[src/sbmq_pkg.sv]
// constants, types and helpers of the shared buffer multi queue
`default_nettype none

package sbmq_pkg;

    localparam int DEPTH      = 16;
    localparam int NUM_QUEUES = 4;
    localparam int DATA_W     = 32;
    localparam int IDX_W      = $clog2(DEPTH);
    localparam int PTR_W      = IDX_W + 1;
    localparam int Q_W        = $clog2(NUM_QUEUES);

    typedef logic [PTR_W-1:0] t_ptr;
    typedef logic [IDX_W-1:0] t_idx;
    typedef logic [Q_W-1:0]   t_qid;

    // pointer value that marks an empty list
    localparam t_ptr NIL = t_ptr'(DEPTH);

    localparam logic FUNC_ENQ = 1'b0;
    localparam logic FUNC_DEQ = 1'b1;

    function automatic logic is_entry(input t_ptr p);
        return p < NIL;
    endfunction

endpackage

`default_nettype wire

[src/sbmq_req_if.sv]
// request channel: operation, queue number and value
`default_nettype none

interface sbmq_req_if;
    logic                      valid;
    logic                      ready;
    logic                      func;
    sbmq_pkg::t_qid            queue_id;
    logic signed [sbmq_pkg::DATA_W-1:0] data_in;

    modport source (output valid, output func, output queue_id, output data_in, input ready);
    modport sink   (input valid, input func, input queue_id, input data_in, output ready);
endinterface

`default_nettype wire

[src/sbmq_rsp_if.sv]
// response channel: status and dequeued value
`default_nettype none

interface sbmq_rsp_if;
    logic                      valid;
    logic                      ready;
    logic                      ok;
    logic signed [sbmq_pkg::DATA_W-1:0] data_out;

    modport source (output valid, output ok, output data_out, input ready);
    modport sink   (input valid, input ok, input data_out, output ready);
endinterface

`default_nettype wire

[src/shared_buffer_multi_queue.sv]
// several fifo queues linked through one shared item store with a free list
//
// Takes one enqueue or dequeue request and answers with one item carrying ok
// and the dequeued value (zero on enqueue or failure). Each request has an
// accept step, where the free pointer or the queue head selects the entry and
// the item and link memories are read, and an execute step, where the pointers
// are rebuilt and at most one link write and one item write go back to memory.
// No new request is taken until the execute step ends, which waits only while
// the previous result is still held in the output register. Link entries carry
// valid bits that reset clears, so the block is usable right after reset with no
// clearing pass. A failed request (full store, empty queue) changes no state.
`default_nettype none

module shared_buffer_multi_queue (
    input  logic        i_clk,
    input  logic        i_rst_n,
    sbmq_req_if.sink    i_req,
    sbmq_rsp_if.source  o_rsp
);

    localparam logic S_IDLE = 1'b0;
    localparam logic S_EXEC = 1'b1;

    logic r_state;
    logic n_state;

    sbmq_pkg::t_ptr r_head [sbmq_pkg::NUM_QUEUES];
    sbmq_pkg::t_ptr r_tail [sbmq_pkg::NUM_QUEUES];
    sbmq_pkg::t_ptr r_free;
    logic [sbmq_pkg::DEPTH-1:0] r_link_vld;

    logic signed [sbmq_pkg::DATA_W-1:0] item_mem [sbmq_pkg::DEPTH];
    sbmq_pkg::t_ptr                     link_mem [sbmq_pkg::DEPTH];

    logic signed [sbmq_pkg::DATA_W-1:0] r_item_rdata;
    sbmq_pkg::t_ptr                     r_link_rdata;
    logic                               r_link_rvld;
    sbmq_pkg::t_idx                     r_raddr;

    logic                               r_func;
    sbmq_pkg::t_qid                     r_q;
    logic signed [sbmq_pkg::DATA_W-1:0] r_data;
    sbmq_pkg::t_ptr                     r_slot;

    logic                               r_out_valid;
    logic                               r_out_ok;
    logic signed [sbmq_pkg::DATA_W-1:0] r_out_data;

    logic           accept;
    sbmq_pkg::t_ptr slot_sel;
    logic           commit;
    sbmq_pkg::t_ptr nxt;
    sbmq_pkg::t_ptr nxt_norm;
    sbmq_pkg::t_ptr cur_head;
    sbmq_pkg::t_ptr cur_tail;
    logic           slot_ok;
    logic           q_empty;
    logic           enq_ok;
    logic           deq_ok;
    logic           link_we;
    sbmq_pkg::t_idx link_waddr;
    sbmq_pkg::t_ptr link_wdata;

    assign i_req.ready = (r_state == S_IDLE);
    assign accept      = i_req.valid && i_req.ready;
    assign slot_sel    = (i_req.func == sbmq_pkg::FUNC_DEQ) ? r_head[i_req.queue_id] : r_free;

    // read both memories at the chosen entry
    always_ff @(posedge i_clk) begin
        if (accept) begin
            r_item_rdata <= item_mem[slot_sel[sbmq_pkg::IDX_W-1:0]];
            r_link_rdata <= link_mem[slot_sel[sbmq_pkg::IDX_W-1:0]];
            r_link_rvld  <= r_link_vld[slot_sel[sbmq_pkg::IDX_W-1:0]];
            r_raddr      <= slot_sel[sbmq_pkg::IDX_W-1:0];
            r_func       <= i_req.func;
            r_q          <= i_req.queue_id;
            r_data       <= i_req.data_in;
            r_slot       <= slot_sel;
        end
    end

    assign commit   = (r_state == S_EXEC) && (!r_out_valid || o_rsp.ready);
    // an unwritten link (valid bit clear) reads as its reset chain value, entry plus one
    assign nxt      = r_link_rvld ? r_link_rdata
                                  : sbmq_pkg::t_ptr'(r_raddr) + sbmq_pkg::t_ptr'(1);
    assign nxt_norm = sbmq_pkg::is_entry(nxt) ? nxt : sbmq_pkg::NIL;
    assign cur_head = r_head[r_q];
    assign cur_tail = r_tail[r_q];
    assign slot_ok  = sbmq_pkg::is_entry(r_slot);
    assign q_empty  = !sbmq_pkg::is_entry(cur_head) || !sbmq_pkg::is_entry(cur_tail);
    assign enq_ok   = commit && slot_ok && (r_func == sbmq_pkg::FUNC_ENQ);
    assign deq_ok   = commit && slot_ok && (r_func == sbmq_pkg::FUNC_DEQ);

    // the tail link is never followed, so an enqueue only links the old tail
    always_comb begin
        link_we    = 1'b0;
        link_waddr = r_slot[sbmq_pkg::IDX_W-1:0];
        link_wdata = r_free;
        if (enq_ok && !q_empty) begin
            link_we    = 1'b1;
            link_waddr = cur_tail[sbmq_pkg::IDX_W-1:0];
            link_wdata = r_slot;
        end else if (deq_ok) begin
            link_we = 1'b1;
        end
    end

    always_ff @(posedge i_clk) begin
        if (link_we) begin
            link_mem[link_waddr] <= link_wdata;
        end
        if (enq_ok) begin
            item_mem[r_slot[sbmq_pkg::IDX_W-1:0]] <= r_data;
        end
    end

    always_comb begin
        n_state = r_state;
        unique case (r_state)
            S_IDLE: begin
                if (accept) begin
                    n_state = S_EXEC;
                end
            end
            S_EXEC: begin
                if (commit) begin
                    n_state = S_IDLE;
                end
            end
            default: n_state = S_IDLE;
        endcase
    end

    always_ff @(posedge i_clk) begin
        if (!i_rst_n) begin
            r_state     <= S_IDLE;
            r_free      <= '0;
            r_link_vld  <= '0;
            r_out_valid <= 1'b0;
            for (int i = 0; i < sbmq_pkg::NUM_QUEUES; i++) begin
                r_head[i] <= sbmq_pkg::NIL;
                r_tail[i] <= sbmq_pkg::NIL;
            end
        end else begin
            r_state <= n_state;
            if (link_we) begin
                r_link_vld[link_waddr] <= 1'b1;
            end
            if (enq_ok) begin
                r_free <= nxt_norm;
                if (q_empty) begin
                    r_head[r_q] <= r_slot;
                end
                r_tail[r_q] <= r_slot;
            end
            if (deq_ok) begin
                r_free <= r_slot;
                // the last entry of a queue leaves it empty
                if (r_slot == cur_tail) begin
                    r_head[r_q] <= sbmq_pkg::NIL;
                    r_tail[r_q] <= sbmq_pkg::NIL;
                end else begin
                    r_head[r_q] <= nxt_norm;
                end
            end
            if (commit) begin
                r_out_valid <= 1'b1;
            end else if (o_rsp.ready) begin
                r_out_valid <= 1'b0;
            end
        end
    end

    always_ff @(posedge i_clk) begin
        if (commit) begin
            r_out_ok   <= slot_ok;
            r_out_data <= (slot_ok && (r_func == sbmq_pkg::FUNC_DEQ)) ? r_item_rdata : '0;
        end
    end

    assign o_rsp.valid    = r_out_valid;
    assign o_rsp.ok       = r_out_ok;
    assign o_rsp.data_out = r_out_data;

endmodule

`default_nettype wire

[src/flat_wrapper.sv]
// flat-port wrapper written by rule: the top's interface ports become plain ports
module shared_buffer_multi_queue_flat 
  (i_clk, i_rst_n, i_req_valid, i_req_func, i_req_queue_id, i_req_data_in, i_req_ready, o_rsp_valid, o_rsp_ok, o_rsp_data_out, o_rsp_ready);
  sbmq_req_if i_req_i ();
  sbmq_rsp_if o_rsp_i ();
  input  logic i_clk;
  input  logic i_rst_n;
  input wire logic [$bits(i_req_i.valid)-1:0] i_req_valid;
  input wire logic [$bits(i_req_i.func)-1:0] i_req_func;
  input wire logic [$bits(i_req_i.queue_id)-1:0] i_req_queue_id;
  input wire logic [$bits(i_req_i.data_in)-1:0] i_req_data_in;
  output wire logic [$bits(i_req_i.ready)-1:0] i_req_ready;
  output wire logic [$bits(o_rsp_i.valid)-1:0] o_rsp_valid;
  output wire logic [$bits(o_rsp_i.ok)-1:0] o_rsp_ok;
  output wire logic [$bits(o_rsp_i.data_out)-1:0] o_rsp_data_out;
  input wire logic [$bits(o_rsp_i.ready)-1:0] o_rsp_ready;
  assign i_req_i.valid = i_req_valid;
  assign i_req_i.func = i_req_func;
  assign i_req_i.queue_id = i_req_queue_id;
  assign i_req_i.data_in = i_req_data_in;
  assign i_req_ready = i_req_i.ready;
  assign o_rsp_valid = o_rsp_i.valid;
  assign o_rsp_ok = o_rsp_i.ok;
  assign o_rsp_data_out = o_rsp_i.data_out;
  assign o_rsp_i.ready = o_rsp_ready;
  shared_buffer_multi_queue u_core (.i_clk(i_clk), .i_rst_n(i_rst_n), .i_req(i_req_i), .o_rsp(o_rsp_i));
endmodule
[config.mk]
export PLATFORM = sky130hd
export DESIGN_NAME = shared_buffer_multi_queue_flat
export DESIGN_NICKNAME = d
export VERILOG_FILES = /design/src/sbmq_pkg.sv /design/src/sbmq_req_if.sv /design/src/sbmq_rsp_if.sv /design/src/shared_buffer_multi_queue.sv /design/src/flat_wrapper.sv
export SDC_FILE = /design/constraint.sdc
export NUM_CORES = 1
export LEC_CHECK = 0
export BUFFER_PORTS_ARGS = -buffer_cell sky130_fd_sc_hd__buf_4
export CORE_ASPECT_RATIO = 0.8
export CORE_MARGIN = 2
export CORE_UTILIZATION = 45
export CTS_BUF_LIST = sky130_fd_sc_hd__clkbuf_8
export DETAILED_ROUTE_END_ITERATION = 12
export GPL_TIMING_DRIVEN = 0
export PLACE_DENSITY_LB_ADDON = 0.12
export SLEW_MARGIN = 20
export SYNTH_ARGS = -nofsm -noshare
export SYNTH_HDL_FRONTEND = slang
export SYNTH_SLANG_ARGS = --single-unit
[constraint.sdc]
create_clock -name i_clk -period 6.8 [get_ports i_clk]
set_clock_uncertainty 0.15 [all_clocks]
set_input_delay 2.04 -clock i_clk [delete_from_list [all_inputs] [get_ports i_clk]]
set_output_delay 2.04 -clock i_clk [all_outputs]
set_load 0.03 [all_outputs]
# Word-level counts from Yosys, hierarchy flattened
# Memory sizes are Yosys's and may differ from the RTL's. A register that Yosys moved wholly into a read port is not among the register bits.
# Index checks and enable logic that the tools add are counted.
# W data, S select, Z words.
[classes]
magnitude_cmp = 7
mux = 48
bitwise = 6
n_eq_ne = 1
reduce_logical = 18
addsub = 1
[ops]
columns = ["cell", "n"]
rows = [
  ["$mux W5", 11],
  ["$mux W1", 29],
  ["$lt A5 B5 Y1 const B", 4],
  ["$or A16 B16 Y16", 1],
  ["$lt A4 B5 Y1 const B", 2],
  ["$reduce_or A5 Y1", 2],
  ["$logic_and A1 B1 Y1", 8],
  ["$mux W2", 4],
  ["$add A4 B1 Y5 const B", 1],
  ["$eq A5 B5 Y1", 1],
  ["$bmux W1 S4", 1],
  ["$demux W1 S4", 1],
  ["$ge A4 B1 Y1 const B", 1],
  ["$logic_not A1 Y1", 4],
  ["$mux W4", 1],
  ["$reduce_bool A2 Y1", 2],
  ["$or A1 B1 Y1", 3],
  ["$logic_or A1 B1 Y1", 2],
  ["$not A1 Y1", 2],
  ["$pmux W1 S2", 1],
]
[totals]
n_memories = 4
ff_bits = 101
inputBits = 39
output_inout_bits = 35
wordCells = 97
ram_bits = 632
[memory_table]
columns = ["name", "words", "width", "rd", "rd_ports_with_merged_regs", "wr", "line", "rtl"]
rows = [
  ["u_core.item_mem", 16, 32, 1, 1, 1, "shared_buffer_multi_queue.sv:32", "logic signed [sbmq_pkg::DATA_W-1:0] item_mem [sbmq_pkg::DEPTH];"],
  ["u_core.link_mem", 16, 5, 1, 1, 1, "shared_buffer_multi_queue.sv:33", "sbmq_pkg::t_ptr link_mem [sbmq_pkg::DEPTH];"],
  ["u_core.r_head", 4, 5, 2, 1, 4, "shared_buffer_multi_queue.sv:27", "sbmq_pkg::t_ptr r_head [sbmq_pkg::NUM_QUEUES];"],
  ["u_core.r_tail", 4, 5, 1, 1, 4, "shared_buffer_multi_queue.sv:28", "sbmq_pkg::t_ptr r_tail [sbmq_pkg::NUM_QUEUES];"],
]

# Longest topological paths before layout
[logic_depth]
depth_word = 12
mapped_depth = 10
depth_no_buf = 7

# Worst setup path after synthesis
# No wires, ideal clock.
[synth_path]
kind = "input to register"
from = "in i_req_valid"
to = "reg with a tool-made name"
setup_slack_ns = 0.425
setup_ns = 0.076
t_required_ns = 6.574
arrival_time_ns = 6.149
path_stages = 2
cell_sequence = "nor2b_1 > mux2_2"
[synth_rtl]
columns = ["element", "line", "rtl"]
rows = [
  ["start: declaration", "flat_wrapper.sv:8", "input wire logic [$bits(i_req_i.valid)-1:0] i_req_valid;"],
]

# Worst setup path after layout
[layout_path]
from = "in i_req_queue_id[0]"
to = "reg u_core.r_link_rvld (data pin)"
[layout_via]
elab_chain_len = 4
[layout_rtl]
columns = ["element", "line", "rtl"]
rows = [
  ["start: declaration", "flat_wrapper.sv:10", "input wire logic [$bits(i_req_i.queue_id)-1:0] i_req_queue_id;"],
  ["$mem_v2 Z4 W5", "n/a", ""],
  ["$mux W5", "shared_buffer_multi_queue.sv:66", "assign slot_sel = (i_req.func == sbmq_pkg::FUNC_DEQ) ? r_head[i_req.queue_id] : r_free;"],
  ["$bmux W1 S4", "shared_buffer_multi_queue.sv:73", "r_link_rvld <= r_link_vld[slot_sel[sbmq_pkg::IDX_W-1:0]];"],
  ["$mux W1 (implied by the code)", "shared_buffer_multi_queue.sv:73", ""],
  ["end signal: assignment", "shared_buffer_multi_queue.sv:73", ""],
  ["end: declaration", "shared_buffer_multi_queue.sv:37", "logic r_link_rvld;"],
]
# No other way between the ends. The select of a mux whose other input is x is not followed.
# A chain may end at the register's enable or synchronous reset.

==> metrics.cfg <==
[run_status]
status = finished, final reports clean

[worst_setup_path]
reg2reg_setup_slack_ns = 3.04
endpoint = u_core.r_link_rvld
crit_fanout = 10
worst_setup_path_start_kind = input port
cp.arrival_ns = 5.32
worstSetupStartpoint = i_req_queue_id[0]
worstSetupPathType = input port to flop
cp.required_ns = 7.10
r2r-end = u_core.r_tail[0][2]
reg2reg_depth = 7
worstReg2RegStart = u_core.r_slot[4]
end_kind = flop

[placed_design]
port_buffers = 73
hpwlAfterDp_um = 56100
place_ws_ns = 1.05
place_congestion = 0.818

[floorplan]
rows = 84
die_h_um = 235
initial_core_util_pct = 45.5
design.core.area_mm2 = 0.0657
die_w_um = 292
ios = 74
dieArea_mm2 = 0.0685

[clock_tree]
cts_sinks = 768
clk_latency_ns = 0.74
ctsResizeCount = 0
htreeDepth = 3
clk_pin_slew_ns = 0.06
cts_buffer_depth = 3
ctsHoldBuffers = 0
cts_buffers = 121
tritoncts = yes
cts_setup_buffers = 0
clockRootBuffer = clkbuf_8

[sta]
period_needed_ns = 5.03
setup_viol = 0
slew_headroom_pct = 25.5
final_max_slew_viol_count = 0
rsz0062_at_grt = false
max_freq_ghz = 0.199
timing.setup.tns_ns = 0
timing.final.ws_setup_ns = 1.77
tightestPinTransition_ns = 1.12
post-route-period-util_pct = 73.9
finalHoldViolCount = 0

[route]
first_pass_iters = 5
wl_per_cell_um = 27.1
dr.first_iter.drc_count = 2008
viasPerCell = 5.83
drcViolationCount = 0
vias = 18400
wl_um = 85800
ant_nets = 0

[finish]
final_nets = 2244
fillers = 5445
synthToLayoutAreaGrowth_pct = 15.6
n_antenna_cell = 0
drive_above_1_share_pct = 17.1
layout_common_cells = 743 x edfxtp_1, 344 x nand2_1, 157 x a21oi_1
final_common_cell = edfxtp_1

[power]
p_per_area_mw_per_mm2 = 282
ir_drop_v = 0.000175
p_leak_nw = 11.5
power_mw = 9.75

[yosys]
yosysSeqAreaShare_pct = 76.3
synth-edff-count = 743
syn_avg_cell_area_um2 = 15.3
synth_cell_type_count = 54
async_flop_share_pct = 0
synth_seq_cells = 768
synthCells = 1958
yosysWarnings = 0
synth_flop_cell = edfxtp_1
syn_nets = 2001
syn_area_mm2 = 0.0299

[grt]
grt_usage_pct = 25.0
grt_max_degree = 24
grt_antenna_before_repair = 1
grt_pass1_wl_um = 123000
grt_pass1_vias = 18100
grt-ovfl-total = 0

[hold_path]
hold_path_class = flop to flop
min-delay-start = u_core.r_link_vld[3]

[job]
maxCapViolCount = 0

[cell type report]
class	instances	area, um2	share of cell area [%]
plain buffers	130	612	1.77
multi-input cells	1044	6550	19.0
clock buffers	127	1750	5.06
inverters	16	60.1	0.174
clock inverters	96	438	1.27
repair buffers	120	1260	3.65
flip-flops and latches	768	22800	66.0
well taps	860	1080	3.11
[routing by layer]
metal / part of all wire [%] / global-route usage [%] / wire length [um] / vias up
met4: 3.0 / 8.20 / 2580 / 0
met1: 43 / 35.3 / 37300 / 9357
met5: 0 / 0 / 0 / -
li1: - / - / - / 8062
met2: 45 / 39.2 / 39000 / 858
met3: 8.0 / 4.95 / 6890 / 143
[stage by stage]
stage	std cells	instance area [um2]	hold WS, ns	utilization, %
6_report	3161	34600	0.305	52.6
5_1_grt	3161	34600	0.331	52.6
4_1_cts	3161	34600	0.307	52.6
3_5_place_dp	2938	32400	0.295	49.3
3_3_place_gp	2891	31500	0.287	48.0
2_1_floorplan	1958	29900	0.274	-
[Yosys cell counts, types with 34 or more instances]
library cell  number  area, um2
and2_1            34        213
clkbuf_1          55        206
a21oi_1          157        786
a32o_1            76        761
o22ai_1           41        257
edfxtp_1         743      22300
or3_1             41        257
nor2_1            77        289
buf_2             53        265
a221oi_1          76        666
mux2i_1           78        781
nand2_1          344       1290
[critical path, cell delays in order]
cell and delay (ns):
buf_4 0.08, buf_2 0.21, mux4_2 0.55, a21boi_1 0.28, buf_2 0.31, buf_2 0.38
buf_1 0.78, a221oi_1 0.24, or3_1 0.43
[cells by family after synthesis]
group           share of synthesized area (%)
buf+inv                                  2.23
xor+xnor                                0.176
mux                                      3.72
fa+ha+maj                               0.167
compound gates                           9.65
simple gates                             7.75
flops                                    76.3
[report_power, final]
group,total (mW),internal (mW),switching [mW]
registers,5.37,5.29,0.0740
clock network,3.59,1.79,1.80
logic,0.798,0.256,0.543
[sequential cells by signal, indices dropped and copies added (netlist names), named ones only]
signal / count
u_core.link_mem: 80
u_core.r_q: 2
u_core.r_slot: 5
u_core.r_state: 1
u_core.r_data: 32
u_core.item_mem: 512
u_core.r_link_rdata: 5
u_core.r_free: 5
u_core.r_link_vld: 16
u_core.r_tail: 20
u_core.r_link_rvld: 1
u_core.o_rsp.data_out: 32
u_core.o_rsp.ok: 1
u_core.r_item_rdata: 32
u_core.o_rsp.valid: 1
u_core.r_head: 20
u_core.r_func: 1
[how the worst min path moves through the flow]
stage                     cells after the start  slack [ns]                   end
after global placement                        2        0.29  u_core.r_link_vld[0]
final                                         2        0.31  u_core.r_link_vld[3]
after CTS                                     2        0.31  u_core.r_link_vld[3]
after floorplan                               2        0.27  u_core.r_link_vld[0]
after detailed placement                      2        0.30  u_core.r_link_vld[0]
after global routing                          2        0.33  u_core.r_link_vld[7]
Note: power is estimated with default switching activity, not from simulation.
